## src/sv/pgp_pkg.sv

```systemverilog
// Shared types and constants of the breath-and-tilt pointer controller.
// Item structs, register indexes, click codes, controller command bundle.
// No dependencies.
package pgp_pkg;

	localparam int ADC_BITS = 10;

	typedef enum logic [2:0] {
		REG_DAMPING  = 3'd0,
		REG_GAIN     = 3'd1,
		REG_PRESSURE = 3'd2,
		REG_GAP      = 3'd3,
		REG_HOLD     = 3'd4
	} pgp_reg_t;

	localparam logic [1:0] CLICK_NONE  = 2'd0;
	localparam logic [1:0] CLICK_LEFT  = 2'd1;
	localparam logic [1:0] CLICK_RIGHT = 2'd2;

	localparam logic [15:0] DAMPING_RESET  = 16'd9830;
	localparam logic [15:0] GAIN_RESET     = 16'd512;
	localparam logic [ADC_BITS-1:0] PRESSURE_RESET = ADC_BITS'(600);
	localparam logic [15:0] GAP_RESET      = 16'd400;
	localparam logic [15:0] HOLD_RESET     = 16'd1200;

	typedef struct packed {
		logic signed [15:0]    rate_horizontal;
		logic signed [15:0]    rate_vertical;
		logic [ADC_BITS-1:0]   pressure;
		logic [31:0]           now_ms;
	} pgp_in_t;

	typedef struct packed {
		logic signed [7:0] move_x;
		logic signed [7:0] move_y;
		logic [1:0]        click;
		logic              home_request;
	} pgp_out_t;

	// one step of the sequencer per bit; at most one bit set
	typedef struct packed {
		logic accept;
		logic mul_new;
		logic mul_old;
		logic sum;
		logic gain;
		logic scale;
		logic load;
	} pgp_cmd_t;

endpackage

```

## src/sv/pgp_ctrl.sv

```systemverilog
// Sequencer of the pointer controller: walks one item through the datapath steps.
// Depends on pgp_pkg.
module pgp_ctrl import pgp_pkg::*; (
	input  logic     clk,
	input  logic     arst_n,
	input  logic     in_valid,
	input  logic     out_valid,
	input  logic     out_stall,
	output logic     in_stall,
	output pgp_cmd_t cmd
);

	typedef enum logic [6:0] {
		S_IDLE    = 7'b0000001,
		S_MUL_NEW = 7'b0000010,
		S_MUL_OLD = 7'b0000100,
		S_SUM     = 7'b0001000,
		S_GAIN    = 7'b0010000,
		S_SCALE   = 7'b0100000,
		S_DONE    = 7'b1000000
	} pgp_state_t;

	pgp_state_t state_q, state_d;
	logic       out_free;

	assign out_free = !out_valid || !out_stall;
	assign in_stall = (state_q != S_IDLE);

	always_comb begin
		state_d = state_q;
		cmd     = '0;
		unique case (state_q)
			S_IDLE: begin
				if (in_valid) begin
					cmd.accept = 1'b1;
					state_d    = S_MUL_NEW;
				end
			end
			S_MUL_NEW: begin
				cmd.mul_new = 1'b1;
				state_d     = S_MUL_OLD;
			end
			S_MUL_OLD: begin
				cmd.mul_old = 1'b1;
				state_d     = S_SUM;
			end
			S_SUM: begin
				cmd.sum = 1'b1;
				state_d = S_GAIN;
			end
			S_GAIN: begin
				cmd.gain = 1'b1;
				state_d  = S_SCALE;
			end
			S_SCALE: begin
				cmd.scale = 1'b1;
				state_d   = S_DONE;
			end
			S_DONE: begin
				// hold until the output register can take the result
				if (out_free) begin
					cmd.load = 1'b1;
					state_d  = S_IDLE;
				end
			end
			default: state_d = S_IDLE;
		endcase
	end

	always_ff @(posedge clk or negedge arst_n) begin
		if (!arst_n) begin
			state_q <= S_IDLE;
		end else begin
			state_q <= state_d;
		end
	end

endmodule

```

## src/sv/pgp_lane.sv

```systemverilog
// One motion axis: exponential average and saturated pointer step on a shared multiplier.
// Depends on pgp_pkg.
module pgp_lane import pgp_pkg::*; (
	input  logic               clk,
	input  logic               arst_n,
	input  pgp_cmd_t           cmd,
	input  logic signed [15:0] rate,
	input  logic [15:0]        damping,
	input  logic [15:0]        gain,
	input  logic               negate,
	output logic signed [7:0]  move
);

	logic signed [23:0] avg_q;
	logic signed [42:0] acc_q, prod_q;
	logic signed [45:0] p10_q;
	logic signed [24:0] op_a;
	logic signed [17:0] op_b;
	logic signed [42:0] prod;
	logic signed [42:0] sum;
	logic [16:0]        wgt_old;
	logic [45:0]        mag;
	logic [21:0]        t;
	logic               neg;

	assign wgt_old = 17'h10000 - {1'b0, damping};

	always_comb begin
		op_a = '0;
		op_b = '0;
		priority if (cmd.mul_new) begin
			op_a = {{9{rate[15]}}, rate};
			op_b = {2'b00, damping};
		end else if (cmd.mul_old) begin
			op_a = {avg_q[23], avg_q};
			op_b = {1'b0, wgt_old};
		end else if (cmd.gain) begin
			op_a = {avg_q[23], avg_q};
			op_b = {2'b00, gain};
		end
	end

	assign prod = op_a * op_b;
	// floor of the weighted sum over 2^16 is an arithmetic shift
	assign sum  = (acc_q <<< 8) + prod_q;

	always_ff @(posedge clk) begin
		if (cmd.mul_new) acc_q <= prod;
		if (cmd.mul_old || cmd.gain) prod_q <= prod;
		if (cmd.scale) p10_q <= (46'(prod_q) <<< 3) + (46'(prod_q) <<< 1);
	end

	always_ff @(posedge clk or negedge arst_n) begin
		if (!arst_n) begin
			avg_q <= '0;
		end else if (cmd.sum) begin
			avg_q <= sum[39:16];
		end
	end

	// truncate toward zero, apply the axis sign, clamp to eight bits
	assign mag = p10_q[45] ? 46'(-p10_q) : 46'(p10_q);
	assign t   = mag[45:24];
	assign neg = p10_q[45] ^ negate;

	always_comb begin
		if (!neg) begin
			move = (t > 22'd127) ? 8'sd127 : $signed(t[7:0]);
		end else begin
			move = (t >= 22'd128) ? -8'sd128 : $signed(8'(~t[7:0] + 8'd1));
		end
	end

endmodule

```

## src/sv/pgp_datapath.sv

```systemverilog
// Datapath: registers, item capture, two motion lanes, puff timing, output register.
// Depends on pgp_pkg and pgp_lane.
module pgp_datapath import pgp_pkg::*; (
	input  logic        clk,
	input  logic        arst_n,
	input  pgp_cmd_t    cmd,
	input  pgp_in_t     in_item,
	input  logic        cfg_we,
	input  logic [2:0]  cfg_index,
	input  logic [15:0] cfg_data,
	input  logic        out_stall,
	output logic        out_valid,
	output pgp_out_t    out_item
);

	logic [15:0]         damping_q, gain_q, gap_q, hold_q;
	logic [ADC_BITS-1:0] limit_q;
	pgp_in_t             in_q;

	logic [31:0] puff_start_q, last_release_q;
	logic [1:0]  count_q;
	logic        puffing_q, hold_done_q;
	logic [1:0]  click_q;
	logic        home_q;
	logic        out_valid_q;
	pgp_out_t    out_q;

	logic signed [7:0] move_x, move_y;

	always_ff @(posedge clk or negedge arst_n) begin
		if (!arst_n) begin
			damping_q <= DAMPING_RESET;
			gain_q    <= GAIN_RESET;
			limit_q   <= PRESSURE_RESET;
			gap_q     <= GAP_RESET;
			hold_q    <= HOLD_RESET;
		end else if (cfg_we) begin
			unique case (cfg_index)
				REG_DAMPING:  damping_q <= cfg_data;
				REG_GAIN:     gain_q    <= cfg_data;
				REG_PRESSURE: limit_q   <= cfg_data[ADC_BITS-1:0];
				REG_GAP:      gap_q     <= cfg_data;
				REG_HOLD:     hold_q    <= cfg_data;
				default: ;
			endcase
		end
	end

	always_ff @(posedge clk) begin
		if (cmd.accept) in_q <= in_item;
	end

	pgp_lane u_lane_x (
		.clk     (clk),
		.arst_n  (arst_n),
		.cmd     (cmd),
		.rate    (in_q.rate_horizontal),
		.damping (damping_q),
		.gain    (gain_q),
		.negate  (1'b1),
		.move    (move_x)
	);

	pgp_lane u_lane_y (
		.clk     (clk),
		.arst_n  (arst_n),
		.cmd     (cmd),
		.rate    (in_q.rate_vertical),
		.damping (damping_q),
		.gain    (gain_q),
		.negate  (1'b0),
		.move    (move_y)
	);

	// puff timing
	logic        now_puff, rise, fall, held, short_puff, counted, fire_home, fire_click;
	logic [31:0] dur, gap_time;
	logic [1:0]  count_n;

	assign now_puff   = in_q.pressure > limit_q;
	assign rise       = now_puff && !puffing_q;
	assign fall       = !now_puff && puffing_q;
	assign held       = now_puff && puffing_q;
	assign dur        = in_q.now_ms - puff_start_q;
	assign short_puff = dur < {16'd0, hold_q};
	assign counted    = fall && short_puff;
	assign fire_home  = held && !short_puff && !hold_done_q;
	assign gap_time   = counted ? 32'd0 : (in_q.now_ms - last_release_q);

	always_comb begin
		count_n = count_q;
		if (counted && count_q != 2'd3) count_n = count_q + 2'd1;
		else if (fire_home) count_n = 2'd0;
	end

	assign fire_click = !now_puff && (count_n != 2'd0) && (gap_time > {16'd0, gap_q});

	always_ff @(posedge clk or negedge arst_n) begin
		if (!arst_n) begin
			puff_start_q   <= '0;
			last_release_q <= '0;
			count_q        <= '0;
			puffing_q      <= 1'b0;
			hold_done_q    <= 1'b0;
			click_q        <= CLICK_NONE;
			home_q         <= 1'b0;
		end else if (cmd.gain) begin
			puffing_q <= now_puff;
			if (rise) begin
				puff_start_q <= in_q.now_ms;
				hold_done_q  <= 1'b0;
			end else if (fire_home) begin
				hold_done_q <= 1'b1;
			end
			if (counted) last_release_q <= in_q.now_ms;
			count_q <= fire_click ? 2'd0 : count_n;
			click_q <= !fire_click ? CLICK_NONE :
			           (count_n == 2'd1) ? CLICK_LEFT : CLICK_RIGHT;
			home_q  <= fire_home;
		end
	end

	// output register
	always_ff @(posedge clk or negedge arst_n) begin
		if (!arst_n) begin
			out_valid_q <= 1'b0;
		end else if (cmd.load) begin
			out_valid_q <= 1'b1;
		end else if (!out_stall) begin
			out_valid_q <= 1'b0;
		end
	end

	always_ff @(posedge clk) begin
		if (cmd.load) begin
			out_q.move_x       <= move_x;
			out_q.move_y       <= move_y;
			out_q.click        <= click_q;
			out_q.home_request <= home_q;
		end
	end

	assign out_valid = out_valid_q;
	assign out_item  = out_q;

endmodule

```

## src/sv/puff_gesture_pointer.sv

```systemverilog
// Top level of the breath-and-tilt pointer controller.
// Depends on pgp_pkg, pgp_ctrl, pgp_datapath (and pgp_lane below it).

// One sample in, one result out. Each sample carries two gyro rates, a pressure
// reading and a millisecond timestamp; the result carries a saturated pointer step
// per axis, a click code (none, left, right) and a one-tick home request. An item's
// result lands in the output register after five sequencer steps on one multiplier
// per axis (new sample weight, old average weight, sum, gain, scale by ten) and then
// a load step. The next item is taken in the cycle after the load, so the block
// takes no new sample while one is in work; a result left waiting under out_stall
// holds the load step and with it the next acceptance. The user must write registers
// through cfg_we/cfg_index/cfg_data only while the block is idle; the block itself
// does not enforce this. An unknown index is ignored. Timing uses modulo 2^32
// differences of now_ms.
module puff_gesture_pointer import pgp_pkg::*; (
	input  logic        clk,
	input  logic        arst_n,
	input  logic        in_valid,
	output logic        in_stall,
	input  pgp_in_t     in_item,
	output logic        out_valid,
	input  logic        out_stall,
	output pgp_out_t    out_item,
	input  logic        cfg_we,
	input  logic [2:0]  cfg_index,
	input  logic [15:0] cfg_data
);

	pgp_cmd_t cmd;

	pgp_ctrl u_ctrl (
		.clk       (clk),
		.arst_n    (arst_n),
		.in_valid  (in_valid),
		.out_valid (out_valid),
		.out_stall (out_stall),
		.in_stall  (in_stall),
		.cmd       (cmd)
	);

	pgp_datapath u_dp (
		.clk       (clk),
		.arst_n    (arst_n),
		.cmd       (cmd),
		.in_item   (in_item),
		.cfg_we    (cfg_we),
		.cfg_index (cfg_index),
		.cfg_data  (cfg_data),
		.out_stall (out_stall),
		.out_valid (out_valid),
		.out_item  (out_item)
	);

	// never overwrite a result that is still waiting
	a_load_free: assert property (@(posedge clk) disable iff (!arst_n)
		cmd.load |-> (!out_valid || !out_stall))
		else $error("result loaded over a waiting result");

	// an accepted item keeps the input side closed on the next cycle
	a_busy_after_accept: assert property (@(posedge clk) disable iff (!arst_n)
		(in_valid && !in_stall) |=> in_stall)
		else $error("input taken again while an item is in work");

	// a load shows up as a valid result
	a_load_valid: assert property (@(posedge clk) disable iff (!arst_n)
		cmd.load |=> out_valid)
		else $error("loaded result not presented");

	// a click needs a released puff, homing a held one
	a_click_home_exclusive: assert property (@(posedge clk) disable iff (!arst_n)
		out_valid |-> !((out_item.click != CLICK_NONE) && out_item.home_request))
		else $error("click and home request in the same result");

endmodule

```

## config.mk

```make
export PLATFORM = sky130hd
export DESIGN_NAME = puff_gesture_pointer
export DESIGN_NICKNAME = d
export VERILOG_FILES = /design/src/sv/pgp_pkg.sv /design/src/sv/pgp_ctrl.sv /design/src/sv/pgp_lane.sv /design/src/sv/pgp_datapath.sv /design/src/sv/puff_gesture_pointer.sv
export SDC_FILE = /design/constraint.sdc
export NUM_CORES = 2
export LEC_CHECK = 0
export BUFFER_PORTS_ARGS = -buffer_cell sky130_fd_sc_hd__buf_4
export CORE_ASPECT_RATIO = 1.4
export CORE_MARGIN = 2
export CORE_UTILIZATION = 60
export DETAILED_ROUTE_END_ITERATION = 6
export PLACE_DENSITY = 0.91
export SLEW_MARGIN = 20
export SYNTH_ARGS = -nofsm -noshare
export SYNTH_HDL_FRONTEND = slang
export SYNTH_HIERARCHICAL = 1
export SYNTH_SLANG_ARGS = --single-unit
```

## constraint.sdc

```tcl
create_clock -name clk -period 10.4 [get_ports clk]
set_input_delay 2.08 -clock clk [delete_from_list [all_inputs] [get_ports clk]]
set_output_delay 2.08 -clock clk [all_outputs]
set_load 0.05 [all_outputs]
```

==> impl_metrics.prom <==
# TYPE chip_impl_metric gauge
chip_impl_metric{name="critical_path.max_fanout",unit=""} 22
chip_impl_info{name="cp-end-kind",value="register"} 1
chip_impl_metric{name="report.final.setup_viol",unit=""} 0
chip_impl_metric{name="drv_slew",unit=""} 0
chip_impl_metric{name="initial_antenna_violation_count",unit=""} 0
chip_impl_info{name="status",value="finished, final reports clean"} 1
chip_impl_metric{name="number_of_drc_violations_after_detailed_routing",unit=""} 0
chip_impl_metric{name="proportion_of_layout_cells_with_a_drive_suffix_above_1",unit="%"} 8.35
chip_impl_info{name="cell_chosen_for_the_clock_root",value="clkbuf_16"} 1
chip_impl_metric{name="fp.dieArea",unit="sq mm"} 0.106
chip_impl_metric{name="vias_in_the_first_global_route",unit=""} 52665
chip_impl_metric{name="yosys.cell_types.count",unit=""} 113
chip_impl_metric{name="finalSetupTns",unit="ns"} 0
chip_impl_info{name="tritoncts",value="yes"} 1
chip_impl_metric{name="timing.clock.skew",unit="ns"} 0.0497
chip_impl_metric{name="synth.net_count",unit=""} 7988
chip_impl_metric{name="max_cap_viol_count",unit=""} 0
chip_impl_metric{name="post_synth_edffs",unit=""} 333
chip_impl_metric{name="power_per_cell_area",unit="mW/mm^2"} 125
chip_impl_metric{name="ys_async_sr_fraction",unit="%"} 37.6
chip_impl_info{name="r2r-end",value="u_dp/u_lane_x/prod_q[42]"} 1
chip_impl_metric{name="routed_wire_length_per_instance",unit="microns"} 22.0
chip_impl_metric{name="clk-insertion-delay-late",unit="ns"} 0.67
chip_impl_metric{name="core.rowCount",unit=""} 139
chip_impl_metric{name="htree_num_levels",unit=""} 2
chip_impl_metric{name="required",unit="ns"} 10.81
chip_impl_metric{name="drt_wl_total",unit="mm"} 177
chip_impl_metric{name="worst_r2r_path_depth",unit=""} 27
chip_impl_metric{name="syn_std_cell_area",unit="sq mm"} 0.0623
chip_impl_metric{name="timing.reg2reg.setup_slack",unit="ns"} 0.54
chip_impl_metric{name="timing.hold.worst_path_depth",unit=""} 0
chip_impl_metric{name="post-route-period-util",unit="%"} 94.8
chip_impl_metric{name="netlist_instances",unit=""} 6616
chip_impl_metric{name="total_leakage_power",unit="nW"} 31.2
chip_impl_metric{name="cts_sinks",unit=""} 534
chip_impl_metric{name="gp_congestion",unit=""} 1.04
chip_impl_metric{name="synthToLayoutAreaGrowth",unit="%"} 6.99
chip_impl_metric{name="final-hold-violation-count",unit=""} 0
chip_impl_metric{name="cts.hold.buffers_added",unit=""} 0
chip_impl_info{name="worstSetupPathType",value="register to register"} 1
chip_impl_info{name="hold_path_class",value="register to register"} 1
chip_impl_metric{name="cts_inserted_buffers",unit=""} 54
chip_impl_metric{name="io-pin-count",unit=""} 119
chip_impl_metric{name="core_region_area",unit="sq mm"} 0.103
chip_impl_metric{name="first_pass_grt_wire_length",unit="mm"} 280
chip_impl_metric{name="nNetsFinal",unit=""} 8031
chip_impl_metric{name="drtPass1Iterations",unit=""} 7
chip_impl_metric{name="cts_post_setup_buffers_inserted",unit=""} 0
chip_impl_info{name="hold_path.startpoint",value="u_dp/home_q"} 1
chip_impl_metric{name="instances_no_fill",unit=""} 8044
chip_impl_metric{name="grt_util_all_layers",unit="%"} 33.6
chip_impl_metric{name="via_count",unit=""} 50315
chip_impl_metric{name="cts_buffer_depth",unit=""} 3
chip_impl_metric{name="diodes",unit=""} 0
chip_impl_metric{name="dp_hpwl",unit="mm"} 137
chip_impl_metric{name="die_w",unit="microns"} 276
chip_impl_info{name="setup.worst_path.start_class",value="register"} 1
chip_impl_info{name="largest_area_contributor_in_the_synthesized_netlist",value="fa_1"} 1
chip_impl_metric{name="ys_warn_count",unit=""} 6
chip_impl_info{name="critPathMostFrequentCell",value="fa_1"} 1
chip_impl_metric{name="vertical_die_dimension",unit="microns"} 385
chip_impl_metric{name="grt_start_max_net_pins",unit=""} 86
chip_impl_metric{name="overflow",unit=""} 0
chip_impl_metric{name="routed_via_density",unit=""} 6.25
chip_impl_metric{name="clock_slew_at_the_register_clock_pins_of_the_worst_setup_and_hold_paths",unit="ns"} 0.06
chip_impl_info{name="crit_start",value="u_ctrl/state_q[3]"} 1
chip_impl_metric{name="synth_largest_type_area_fraction",unit="%"} 26.2
chip_impl_metric{name="crit_buf_inv",unit=""} 4
chip_impl_metric{name="synthesized_flop_and_latch_total",unit=""} 534
chip_impl_metric{name="route.antenna.remaining_nets",unit=""} 0
chip_impl_metric{name="critPathArrivalTime",unit="ns"} 10.27
chip_impl_info{name="rsz0062_at_grt",value="no"} 1
chip_impl_info{name="hold-path-endpoint",value="u_dp/out_item[0]"} 1
chip_impl_info{name="post_synth_main_area_contributors",value="fa_1 (26%), edfxtp_1 (16%), ha_1 (9.2%)"} 1
chip_impl_metric{name="place.detailed.instances",unit=""} 7941
chip_impl_metric{name="detailedRoute.firstIterationViolations",unit=""} 4981
chip_impl_metric{name="final.min_clock_period",unit="ns"} 9.86
chip_impl_info{name="r2r_start",value="u_ctrl/state_q[3]"} 1
chip_impl_metric{name="port_buffers",unit=""} 118
chip_impl_info{name="synth-main-ff-cell",value="edfxtp_1"} 1
chip_impl_metric{name="max_slew_margin",unit="%"} 28.8
chip_impl_info{name="cpLargestDelayFamily",value="adder cells"} 1
chip_impl_metric{name="sequential_area_share_after_synthesis",unit="%"} 24.2
chip_impl_metric{name="worst_path_largest_cell_delay",unit="ns"} 0.67
chip_impl_metric{name="maximum_frequency_from_static_timing_analysis",unit="MHz"} 101
chip_impl_metric{name="vdd_ir_drop_max",unit="uV"} 130
chip_impl_metric{name="worst_pin_slew",unit="ns"} 1.06
chip_impl_info{name="worst_path_max_delay_cell",value="and4b_2"} 1
chip_impl_metric{name="postCtsResizedCells",unit=""} 0
chip_impl_metric{name="initial_core_util",unit="%"} 60.6
chip_impl_metric{name="syn_area_per_cell",unit="sq um"} 9.41
-- sequential cells by signal, indices dropped and copies added (netlist names), 43 cells and up --
name and count:
u_dp/in_q 74, u_dp/u_lane_x/p10_q 45, u_dp/u_lane_y/p10_q 45, u_dp/u_lane_x/prod_q 43
u_dp/u_lane_y/prod_q 43
-- worst max path at each step --
| stage | to | depth (start not counted) |
|---|---|---|
| 5_1_grt | u_dp/u_lane_y/prod_q[42] | 27 |
| 2_1_floorplan | u_dp/u_lane_y/prod_q[42] | 29 |
| 6_report | u_dp/u_lane_x/prod_q[42] | 27 |
| 3_5_place_dp | u_dp/u_lane_x/prod_q[42] | 29 |
| 3_3_place_gp | u_dp/u_lane_y/prod_q[42] | 31 |
| 4_1_cts | u_dp/u_lane_x/prod_q[42] | 29 |
-- synthesized netlist by cell type, drive strengths merged, types with 12 or more instances --
cell,instances
inv,1099
fa,814
nand2,795
nor2,547
ha,460
edfxtp,333
a21oi,331
o21ai,244
clkbuf,193
dfrtp,181
xnor2,156
a21o,129
mux2,128
nor3,105
nand3,102
xor2,91
o21a,68
nand2b,66
nand4,54
a31oi,49
nor2b,46
buf,45
a211oi,39
and3,37
o21bai,37
or3,37
nor4,31
and2,29
o22ai,27
o31ai,22
mux2i,21
o211ai,21
or2,21
dfstp,20
a221oi,15
or4,14
a211o,13
a2111oi,12
o2111ai,12
-- stage by stage --
step | hold slack [ns] | utilization, % | setup WS (ns) | cell area, sq um | power, W
2_1_floorplan | 0.425 | - | 0.615 | 62300 | 0.00505
3_3_place_gp | 0.440 | 63.0 | 1.02 | 64800 | 0.00605
3_5_place_dp | 0.433 | 63.0 | 0.804 | 64800 | 0.00619
4_1_cts | 0.449 | 64.8 | 0.798 | 66600 | 0.00825
5_1_grt | 0.458 | 64.8 | 0.0711 | 66600 | 0.00872
6_report | 0.448 | 64.8 | 0.541 | 66600 | 0.00836
-- metal layers --
layer	part of all wire (%)	track usage [%]
met3	9.0	6.64
met4	8.2	23.2
met1	34	38.1
met5	0	0
met2	48	57.6
-- cell families (layout without fill, tap and decap cells) --
group	count (synthesis)	after routing	share of synthesized area, %
AO/OA/AOI/OAI	1147	1147	11.9
XOR/XNOR	247	247	3.47
adder cells (fa/ha/maj)	1274	1274	35.4
buffers and inverters	1339	1428	8.25
flip-flops	534	534	24.2
multiplexers	149	149	2.83
other	2	2	0.0121
AND/OR/NAND/NOR	1924	1924	13.9
-- placed cells by master (no fill, tap or decap), drive strengths merged, types with 31 or more instances in the layout --
master     n
dfrtp    181
mux2     128
and3      37
nor4      31
a21o     129
or3       37
nor3     105
edfxtp   333
o21bai    37
xor2      91
nor2     547
xnor2    156
o21ai    244
a211oi    39
a31oi     49
nand4     54
nor2b     46
clkbuf    73
buf      223
ha       460
nand2b    66
fa       814
inv     1104
nand3    102
nand2    795
o21a      68
a21oi    331
-- power breakdown --
group          total, W  leakage [nW]  switching (W)  internal [W]
Clock           0.00204         0.885       0.000920       0.00112
Combinational   0.00338          24.6        0.00221       0.00117
Sequential      0.00294          5.71       0.000307       0.00264
-- layout make-up --
cell class              count  area [sq um]
fillers                  7539         36200
clock buffers              71          1480
well taps                1339          1680
clock inverters            31           347
repair buffers            225          1720
inverters                1101          4130
flip-flops and latches    534         15100
multi-input cells        4743         42200
-- worst register-to-register path, stage by stage, from the launching register on --
cell       delay [ns]
dfrtp_1          0.50
nor3_1           0.42
and4b_2          0.67
nor2b_1          0.66
and2_1           0.25
o32a_1           0.55
buf_4            0.33
nand2_1          0.11
fa_1             0.50
fa_1             0.50
inv_1            0.06
fa_1             0.58
fa_1             0.48
fa_1             0.56
inv_1            0.06
fa_1             0.54
inv_1            0.05
ha_1             0.38
a21oi_1          0.34
o211ai_1         0.19
a21oi_1          0.20
a21oi_1          0.19
a2111oi_0        0.45
nor3_1           0.16
a2111oi_0        0.51
o21ai_0          0.14
a21oi_1          0.20
xnor2_1          0.08
Note: power is estimated with default switching activity, not from simulation.
